--- src/rtl/kpd_pkg.sv ---
// ----------------------------------------------------------------------------
// kpd_pkg
// Shared types, phase codes and the scan code table of the keypad debouncer.
// ----------------------------------------------------------------------------
`default_nettype none

package kpd_pkg;

    localparam int KEY_COUNT = 16;
    localparam int KEY_W     = 5;
    localparam int CODE_W    = 8;
    localparam int TICKS_W   = 8;
    localparam int PHASE_W   = 2;

    localparam logic [TICKS_W-1:0] TICKS_RESET = 8'd30;
    localparam logic [CODE_W-1:0]  CODE_NONE   = 8'hff;

    localparam logic [PHASE_W-1:0] PH_RELEASED = 2'd0;
    localparam logic [PHASE_W-1:0] PH_UNKNOWN  = 2'd1;
    localparam logic [PHASE_W-1:0] PH_PUSHED   = 2'd2;

    localparam logic [CODE_W-1:0] CODE_TABLE [KEY_COUNT] = '{
        8'hee, 8'hed, 8'heb, 8'hde, 8'hdd, 8'hdb, 8'hbe, 8'hbd,
        8'hbb, 8'he7, 8'hd7, 8'hb7, 8'h77, 8'h7e, 8'h7b, 8'h7d
    };

    typedef struct packed {
        logic                 key_event;
        logic [KEY_W-1:0]     key_number;
        logic [PHASE_W-1:0]   phase;
    } step_result_t;

    // Key 1..16 for a table hit, 0 for no key or an unknown code.
    function automatic logic [KEY_W-1:0] decode_key(input logic [CODE_W-1:0] code);
        logic [KEY_W-1:0] key;
        key = '0;
        if (code != CODE_NONE)
        begin
            for (int i = 0; i < KEY_COUNT; i++)
            begin
                if (CODE_TABLE[i] == code)
                begin
                    key = KEY_W'(i + 1);
                end
            end
        end
        return key;
    endfunction

endpackage

`default_nettype wire

--- src/rtl/kpd_fsm.sv ---
// ----------------------------------------------------------------------------
// kpd_fsm
// Debounce state machine with hold-off countdown; advances once per step.
// ----------------------------------------------------------------------------
`default_nettype none

module kpd_fsm
(
    input  wire logic                        clk,
    input  wire logic                        rst_n,
    input  wire logic                        step,
    input  wire logic [kpd_pkg::KEY_W-1:0]   key,
    input  wire logic [kpd_pkg::TICKS_W-1:0] debounce_ticks,
    output kpd_pkg::step_result_t            result
);

    logic [kpd_pkg::PHASE_W-1:0] phase_reg, phase_next;
    logic [kpd_pkg::PHASE_W-1:0] prior_reg, prior_next;
    logic [kpd_pkg::KEY_W-1:0]   cand_reg, cand_next;
    logic                        waiting_reg, waiting_next;
    logic [kpd_pkg::TICKS_W-1:0] count_reg, count_next;
    logic [kpd_pkg::KEY_W-1:0]   report;
    logic [kpd_pkg::TICKS_W-1:0] count_dec;
    logic                        run;

    assign count_dec = count_reg - kpd_pkg::TICKS_W'(1);
    assign run       = !waiting_reg || (count_dec == '0);

    always_comb
    begin
        phase_next   = phase_reg;
        prior_next   = prior_reg;
        cand_next    = cand_reg;
        waiting_next = waiting_reg;
        count_next   = waiting_reg ? count_dec : count_reg;
        report       = '0;
        if (run)
        begin
            unique case (phase_reg)
                kpd_pkg::PH_RELEASED:
                begin
                    if (key != '0)
                    begin
                        phase_next   = kpd_pkg::PH_UNKNOWN;
                        prior_next   = kpd_pkg::PH_RELEASED;
                        waiting_next = 1'b1;
                        count_next   = debounce_ticks;
                        cand_next    = key;
                    end
                end
                kpd_pkg::PH_UNKNOWN:
                begin
                    if (key != '0)
                    begin
                        if (key == cand_reg)
                        begin
                            phase_next   = kpd_pkg::PH_PUSHED;
                            prior_next   = kpd_pkg::PH_UNKNOWN;
                            waiting_next = 1'b0;
                        end
                        else
                        begin
                            waiting_next = 1'b1;
                            count_next   = debounce_ticks;
                            cand_next    = key;
                        end
                    end
                    else
                    begin
                        phase_next = kpd_pkg::PH_RELEASED;
                        if (prior_reg == kpd_pkg::PH_PUSHED)
                        begin
                            report = cand_reg;
                        end
                        prior_next   = kpd_pkg::PH_UNKNOWN;
                        waiting_next = 1'b0;
                    end
                end
                kpd_pkg::PH_PUSHED:
                begin
                    if (key == '0)
                    begin
                        phase_next   = kpd_pkg::PH_UNKNOWN;
                        prior_next   = kpd_pkg::PH_PUSHED;
                        waiting_next = 1'b1;
                        count_next   = debounce_ticks;
                    end
                    else if (key != cand_reg)
                    begin
                        // held key reported, new key restarts as if from release
                        phase_next   = kpd_pkg::PH_UNKNOWN;
                        prior_next   = kpd_pkg::PH_RELEASED;
                        waiting_next = 1'b1;
                        count_next   = debounce_ticks;
                        report       = cand_reg;
                        cand_next    = key;
                    end
                end
                default:
                begin
                end
            endcase
        end
    end

    always_ff @(posedge clk or negedge rst_n)
    begin
        if (!rst_n)
        begin
            phase_reg   <= kpd_pkg::PH_RELEASED;
            prior_reg   <= kpd_pkg::PH_RELEASED;
            cand_reg    <= '0;
            waiting_reg <= 1'b0;
            count_reg   <= '0;
        end
        else if (step)
        begin
            phase_reg   <= phase_next;
            prior_reg   <= prior_next;
            cand_reg    <= cand_next;
            waiting_reg <= waiting_next;
            count_reg   <= count_next;
        end
    end

    assign result.key_event  = (report != '0);
    assign result.key_number = report;
    assign result.phase      = phase_next;

endmodule

`default_nettype wire

--- src/rtl/keypad_scan_debouncer.sv ---
// ----------------------------------------------------------------------------
// keypad_scan_debouncer
// Debounced 4x4 keypad scanner, one scan code item per timer tick.
// ----------------------------------------------------------------------------
// Each input item is one tick's scan code; each produces exactly one result
// item, registered in the cycle after it is accepted. The table match and
// state update are done in the cycle the item is accepted, so one item per
// clock is sustained; the only stall comes from the output register when the
// downstream side holds off tready. The user must write debounce_ticks through
// cfg_we/cfg_wdata only while idle, a rule the block leaves unchecked; 0 gives a 256-tick hold-off.
`default_nettype none

module keypad_scan_debouncer
(
    input  wire logic                        clk,
    input  wire logic                        rst_n,
    input  wire logic                        cfg_we,
    input  wire logic [kpd_pkg::TICKS_W-1:0] cfg_wdata,     // debounce_ticks
    input  wire logic                        s_axis_tvalid,
    output      logic                        s_axis_tready,
    input  wire logic [7:0]                  s_axis_tdata,  // [7:0] scan_code
    output      logic                        m_axis_tvalid,
    input  wire logic                        m_axis_tready,
    output      logic [7:0]                  m_axis_tdata,  // [4:0] key_number, [6:5] debounce_phase
    output      logic                        m_axis_tuser   // key_event
);

    logic [kpd_pkg::TICKS_W-1:0] ticks_reg;
    logic                        out_valid_reg;
    kpd_pkg::step_result_t       out_reg;
    kpd_pkg::step_result_t       result;
    logic [kpd_pkg::KEY_W-1:0]   key;
    logic                        accept;

    assign s_axis_tready = !out_valid_reg || m_axis_tready;
    assign accept        = s_axis_tvalid && s_axis_tready;
    assign key           = kpd_pkg::decode_key(s_axis_tdata);

    kpd_fsm u_fsm
    (
        .clk            (clk),
        .rst_n          (rst_n),
        .step           (accept),
        .key            (key),
        .debounce_ticks (ticks_reg),
        .result         (result)
    );

    always_ff @(posedge clk or negedge rst_n)
    begin
        if (!rst_n)
        begin
            ticks_reg <= kpd_pkg::TICKS_RESET;
        end
        else if (cfg_we)
        begin
            ticks_reg <= cfg_wdata;
        end
    end

    always_ff @(posedge clk or negedge rst_n)
    begin
        if (!rst_n)
        begin
            out_valid_reg <= 1'b0;
        end
        else if (s_axis_tready)
        begin
            out_valid_reg <= s_axis_tvalid;
        end
    end

    always_ff @(posedge clk)
    begin
        if (accept)
        begin
            out_reg <= result;
        end
    end

    assign m_axis_tvalid = out_valid_reg;
    assign m_axis_tuser  = out_reg.key_event;
    assign m_axis_tdata  = {1'b0, out_reg.phase, out_reg.key_number};

endmodule

`default_nettype wire

--- config.mk ---
export PLATFORM = sky130hd
export DESIGN_NAME = keypad_scan_debouncer
export DESIGN_NICKNAME = d
export VERILOG_FILES = /design/src/rtl/kpd_pkg.sv /design/src/rtl/kpd_fsm.sv /design/src/rtl/keypad_scan_debouncer.sv
export SDC_FILE = /design/constraint.sdc
export NUM_CORES = 1
export LEC_CHECK = 0
export BUFFER_PORTS_ARGS = -buffer_cell sky130_fd_sc_hd__buf_2
export CAP_MARGIN = 20
export CORE_MARGIN = 3
export CORE_UTILIZATION = 55
export CTS_CLUSTER_SIZE = 28
export DETAILED_ROUTE_END_ITERATION = 10
export HOLD_SLACK_MARGIN = 0.1
export PLACE_DENSITY = 0.86
export SYNTH_ARGS = -nofsm -noshare
export SYNTH_HDL_FRONTEND = slang
export SYNTH_SLANG_ARGS = --single-unit
export TNS_END_PERCENT = 1
--- constraint.sdc ---
create_clock -name clk -period 7.55 [get_ports clk]
set_clock_uncertainty 0.1 [all_clocks]
set_input_delay 1.51 -clock clk [delete_from_list [all_inputs] [get_ports clk]]
set_output_delay 1.51 -clock clk [all_outputs]
set_load 0.01 [all_outputs]
; Yosys cells after proc, flatten, opt, wreduce, memory -nomap -nowiden
; Index checks and enable logic that the tools add are counted.
; Widths: inputs -> output; s select.
[totals]
regBits = 35
latch_bits = 0
ram_bits = 0
mem_bits_ro = 0
inputBits = 21
out_inout_bits = 11
elab_cells = 110
n_memories = 0
[classes]
add_sub_neg = 1
multipliers = 0
div_mod_pow = 0
n_lt_le_gt_ge = 0
n_eq_ne = 29
shifts = 0
mux = 56
bitwise_logic = 0
n_reduce_logical = 14
[ops]
columns = op, count
row1 = $mux 5, 26
row2 = $eq 8x8->1 const A, 12
row3 = $mux 8, 7
row4 = $eq 7x8->1 const A, 4
row5 = $pmux 8 s3, 1
row6 = $mux 2, 11
row7 = $pmux 5 s3, 1
row8 = $pmux 2 s3, 2
row9 = $pmux 5 s2, 1
row10 = $reduce_bool 5->1, 2
row11 = $logic_not 8->1, 1
row12 = $ne 8x8->1 const B, 1
row13 = $reduce_and 8->1, 1
row14 = $sub 8x1->8 const B, 1
row15 = $mux 1, 6
row16 = $ne 2x1->1 const B, 3
row17 = $reduce_and 6->1, 1
row18 = $eq 5x5->1, 1
row19 = $logic_not 5->1, 1
row20 = $ne 5x5->1, 1
row21 = $reduce_and 5->1, 1
row22 = $eq 2x2->1 const B, 2
row23 = $ne 2x2->1 const B, 2
row24 = $ne 3x1->1 const B, 1
row25 = 8 further kinds, 10

; Depth between registers and ports, before layout
[depth]
ltp_word = 24
ltp_mapped = 12
ltp_nobuf = 10

; Hierarchy
; A second synthesis with hierarchy kept.
[unflattened]
cells_unflattened = 335
hier_area_um2 = 3017.9
[modules_own_cells]
columns = mod, instances, cells_per_inst, area_per_inst_um2, seq_area_each_um2
row1 = kpd_fsm, 1, 244, 1974.4, 450.4
row2 = keypad_scan_debouncer, 1, 91, 1043.5, 470.5

; Least setup slack after synthesis
; Ideal clock, no wire load.
[synth_timing]
path_type = input-to-reg
from = input port s_axis_tdata[4]
to = register out_reg (netlist bit m_axis_tuser), data pin
setup_ps = 269
arrival_ps = 3357
slack_ps = 3824
cell_stages = 10
cell_sequence = buf_4 -> and4b_1 -> and3_1 -> o21ai_0 -> o211ai_1 -> clkbuf_1 -> o31ai_1 -> a21oi_1 -> o221ai_2 -> a21oi_1
[synth_lines]
columns = item, line_no
row1 = "start, declared", keypad_scan_debouncer.sv:21  ; input wire logic [7:0] s_axis_tdata,
row2 = "end signal, assigned", keypad_scan_debouncer.sv:77  ; out_reg <= result;
row3 = "end, declared", keypad_scan_debouncer.sv:30  ; kpd_pkg::step_result_t out_reg;

; Worst setup path in the final report
[layout_timing]
from = input port s_axis_tdata[3]
to = register u_fsm.count_reg[3] (netlist name)
[layout_between]
elab_chain_cells = 23
elab_cells_between_ends = 45
cone_classes = 19 x eq/ne / 24 x mux / 2 x reduce/logical
[layout_lines]
columns = item, line_no
row1 = $eq 8x8->1, kpd_pkg.sv:41  ; if (CODE_TABLE[i] == code)
row2 = $mux 1, kpd_pkg.sv:41
row3 = $mux 5 (15 in a row), kpd_pkg.sv:41
row4 = $mux 5 *, kpd_pkg.sv:37  ; if (code != CODE_NONE)
row5 = $ne 5x5->1 or $eq 5x5->1 (tied branches), "kpd_fsm.sv:88, kpd_fsm.sv:55"
row6 = $mux 8 (on tied branches), "kpd_fsm.sv:88, kpd_fsm.sv:55"
row7 = $mux 8 (on tied branches), "kpd_fsm.sv:81, kpd_fsm.sv:53"
row8 = $pmux 8 s3 *, kpd_fsm.sv:39  ; unique case (phase_reg)
row9 = $mux 8 *, kpd_fsm.sv:37  ; if (run)
row10 = "end signal, assigned", kpd_fsm.sv:122  ; count_reg <= count_next;
row11 = "end, declared", kpd_fsm.sv:21  ; logic [kpd_pkg::TICKS_W-1:0] count_reg, count_next;
; Every way passes the cells marked *; elsewhere a longest branch is shown, timed or not.
; A chain may end at the register's enable or synchronous reset.

==> results.toml <==
[cells_and_area]
final_common_cell = "nor2_1"
design_area_um2 = 3417
syn_to_final_growth_pct = 3.801
fin_nets = 416
fill_cells = 482
final_cell_mix = "31 x nor2_1, 30 x buf_2, 29 x o21ai_0"
layout.cells.non_filler = 462
diodes = 0
drive_above_1_share_pct = 17.44

[hold_path]
hold_class = "reg2reg"

[critical_path]
cp_data_required_time_ns = 7.63
r2r_slack_ns = 3.85
critPathMaxStageDelay_ns = 0.73
critical_path.slowest_cell = "o211ai_1"
cp_data_arrival_time_ns = 4.33
criticalPathCategory = "in2reg"
worstSetupEndpointType = "flip-flop"
rr_worst_depth = 9
critPathLaunchType = "input pin"
path_max_fanout = 23
worstPathCellList = "buf_2, nand2b_4, nor4b_1, o32ai_2, o211ai_1, nor3_2, buf_4, or4_1, o311a_1, o21a_1"
crit_start = "s_axis_tdata[3]"
reg2reg_from = "u_fsm.count_reg[0]"
reg2reg_to = "u_fsm.cand_reg[0]"
crit_end = "u_fsm.count_reg[3]"

[routing]
routedWlPerCell_um = 17.20
vias = 3104
ant_nets = 0
via_per_inst = 6.719
post-route-drc-count = 0
first_iter_violations = 419
first_pass_iters = 5
drt_wl_total_um = 7947

[pwr]
power.total_w = 0.0009619
ir_worst_vdd_mv = 0.1520
p_per_area_nw_per_um2 = 281.5
power.leakage_nw = 1.324

[logic_synthesis]
avgSynthCellArea_um2 = 8.573
async_flop_share_pct = 77.14
synthesis.area_um2 = 3292
ys_warn_count = 0
ys_seq_elements = 35
yosysSeqAreaShare_pct = 27.97
synth_top_area_share_pct = 17.48
ys_types = 87
ys.flop_type = "dfrtp_1"
synthesis.instances = 384
synthesis.nets = 411
synth_area_leaders = "dfrtp_1 17%, edfxtp_1 7.3%, o21ai_0 4.4%"
yosys.area.top_type = "dfrtp_1"
synth_edf_count = 8

[global_routing]
grt_pass1_vias = 2814
antenna_found_initial = 0
grt_max_degree = 28
grt_use_total_pct = 23.20
grt-ovfl-total = 0
grt_pass1_wl_um = 13480

[die]
start_util_pct = 58.35
rows = 27
fp.dieH_um = 83.37
ioPinCount = 32
die_w_um = 83.37
die-area_um2 = 6950
core_area_um2 = 5642

[placement]
place_area_um2 = 3323
io_buffers = 30
placed_cells = 454
dp_hpwl_um = 5796
gp_congestion = 0.9270

[timing]
tightest_slew_ns = 0.9621
post-route-period-util_pct = 56.19
finalSetupTns_ns = 0
max_freq_ghz = 0.2357
grt_setup_unrepaired = "no"
hold_viol_final = 0
fin_crit_ns = 4.243
setup_viol = 0
slew_viol_final = 0
max_slew_margin_pct = 35.86

[cts]
postCtsSetupBuffers = 0
clockBufferDepth = 2
ctsResizeCount = 0
hold_buffers = 0
clk_pin_slew_worst_paths_ns = 0.08
htreeDepth = 2
root_buffer = "clkbuf_8"
insertion_delay_ns = 0.29
cts_buffers = 5
cts_tree = "yes"
cts.sinks = 35

[run]
maxCapViolations = 0

[status]
status = "completed"
-- report_power, final --
part / internal, W / switching [W]
combinational: 0.000192 / 0.000313
sequential: 0.000243 / 0.0000715
clock: 0.0000728 / 0.0000695
total: 0.000508 / 0.000454
-- worst max-delay path: cells and delay by family --
family	cells	cell delay, ns
compound gates	4	1.22
simple gates	4	1.05
buf+inv	2	0.54
-- Yosys cell counts (4+ instances only) --
master    number
o211ai_1       8
ha_1           6
o41ai_1        8
buf_2          8
dfstp_2        4
buf_6          8
nand4_1        6
nor2_1        31
o311a_1        6
nor4_1         6
nor3_1        16
inv_1         22
a22oi_1        4
clkbuf_1      11
o21a_1         7
dfrtp_1       23
o31ai_1        6
xor2_1         4
edfxtp_1       8
buf_4          6
a211oi_1       6
a21oi_1       18
xnor2_1       10
o21ai_0       29
a31oi_1        5
nand2_1       26
nand3_1        4
-- kinds of logic after synthesis --
family / count (synthesis) / share of synthesized area (%)
buffers and inverters: 56 / 9.198
muxes: 8 / 2.622
adders and majority gates: 6 / 2.280
other: 1 / 0.1139
and+or+nand+nor: 128 / 22.58
AOI/OAI and AO/OA: 135 / 31.02
DFF: 35 / 27.97
xor gates and xnor gates: 15 / 4.219
-- worst min path at each step --
stage,from,endpoint,slack (ns),cells after the start
3_5_place_dp,u_fsm.cand_reg[4],u_fsm.cand_reg[4],0.41,1
2_1_floorplan,u_fsm.prior_reg[1],u_fsm.prior_reg[1],0.38,1
6_report,u_fsm.cand_reg[4],u_fsm.cand_reg[4],0.43,1
3_3_place_gp,u_fsm.cand_reg[4],u_fsm.cand_reg[4],0.40,1
5_1_grt,ticks_reg[1],ticks_reg[1],0.45,2
4_1_cts,u_fsm.cand_reg[4],u_fsm.cand_reg[4],0.42,1
-- area by class of cell --
type	count	area (µm²)	area share [%]
multi-input cells	293	2068	60.53
flip-flops and latches	35	920.9	26.95
repair buffers	31	157.7	4.614
well taps	72	90.09	2.636
inverters	23	86.33	2.527
clock buffers	6	82.58	2.417
clock inverters	2	11.26	0.3295
-- metal layers --
metal / GRT usage [%] / wire, µm
met5: 0 / 0
met4: 7.578 / 220
met3: 3.373 / 679
met2: 38.34 / 3712
met1: 31.14 / 3335
-- per-stage QoR --
step / setup WS (ns) / utilization [%] / hold WS (ns)
2_1_floorplan: 3.824 / - / 0.3802
3_3_place_gp: 3.185 / 58.90 / 0.3962
3_5_place_dp: 3.071 / 58.90 / 0.4096
4_1_cts: 3.343 / 60.57 / 0.4229
5_1_grt: 3.118 / 60.57 / 0.4548
6_report: 3.307 / 60.57 / 0.4273
No activity file was read; power rests on OpenSTA's default activity.
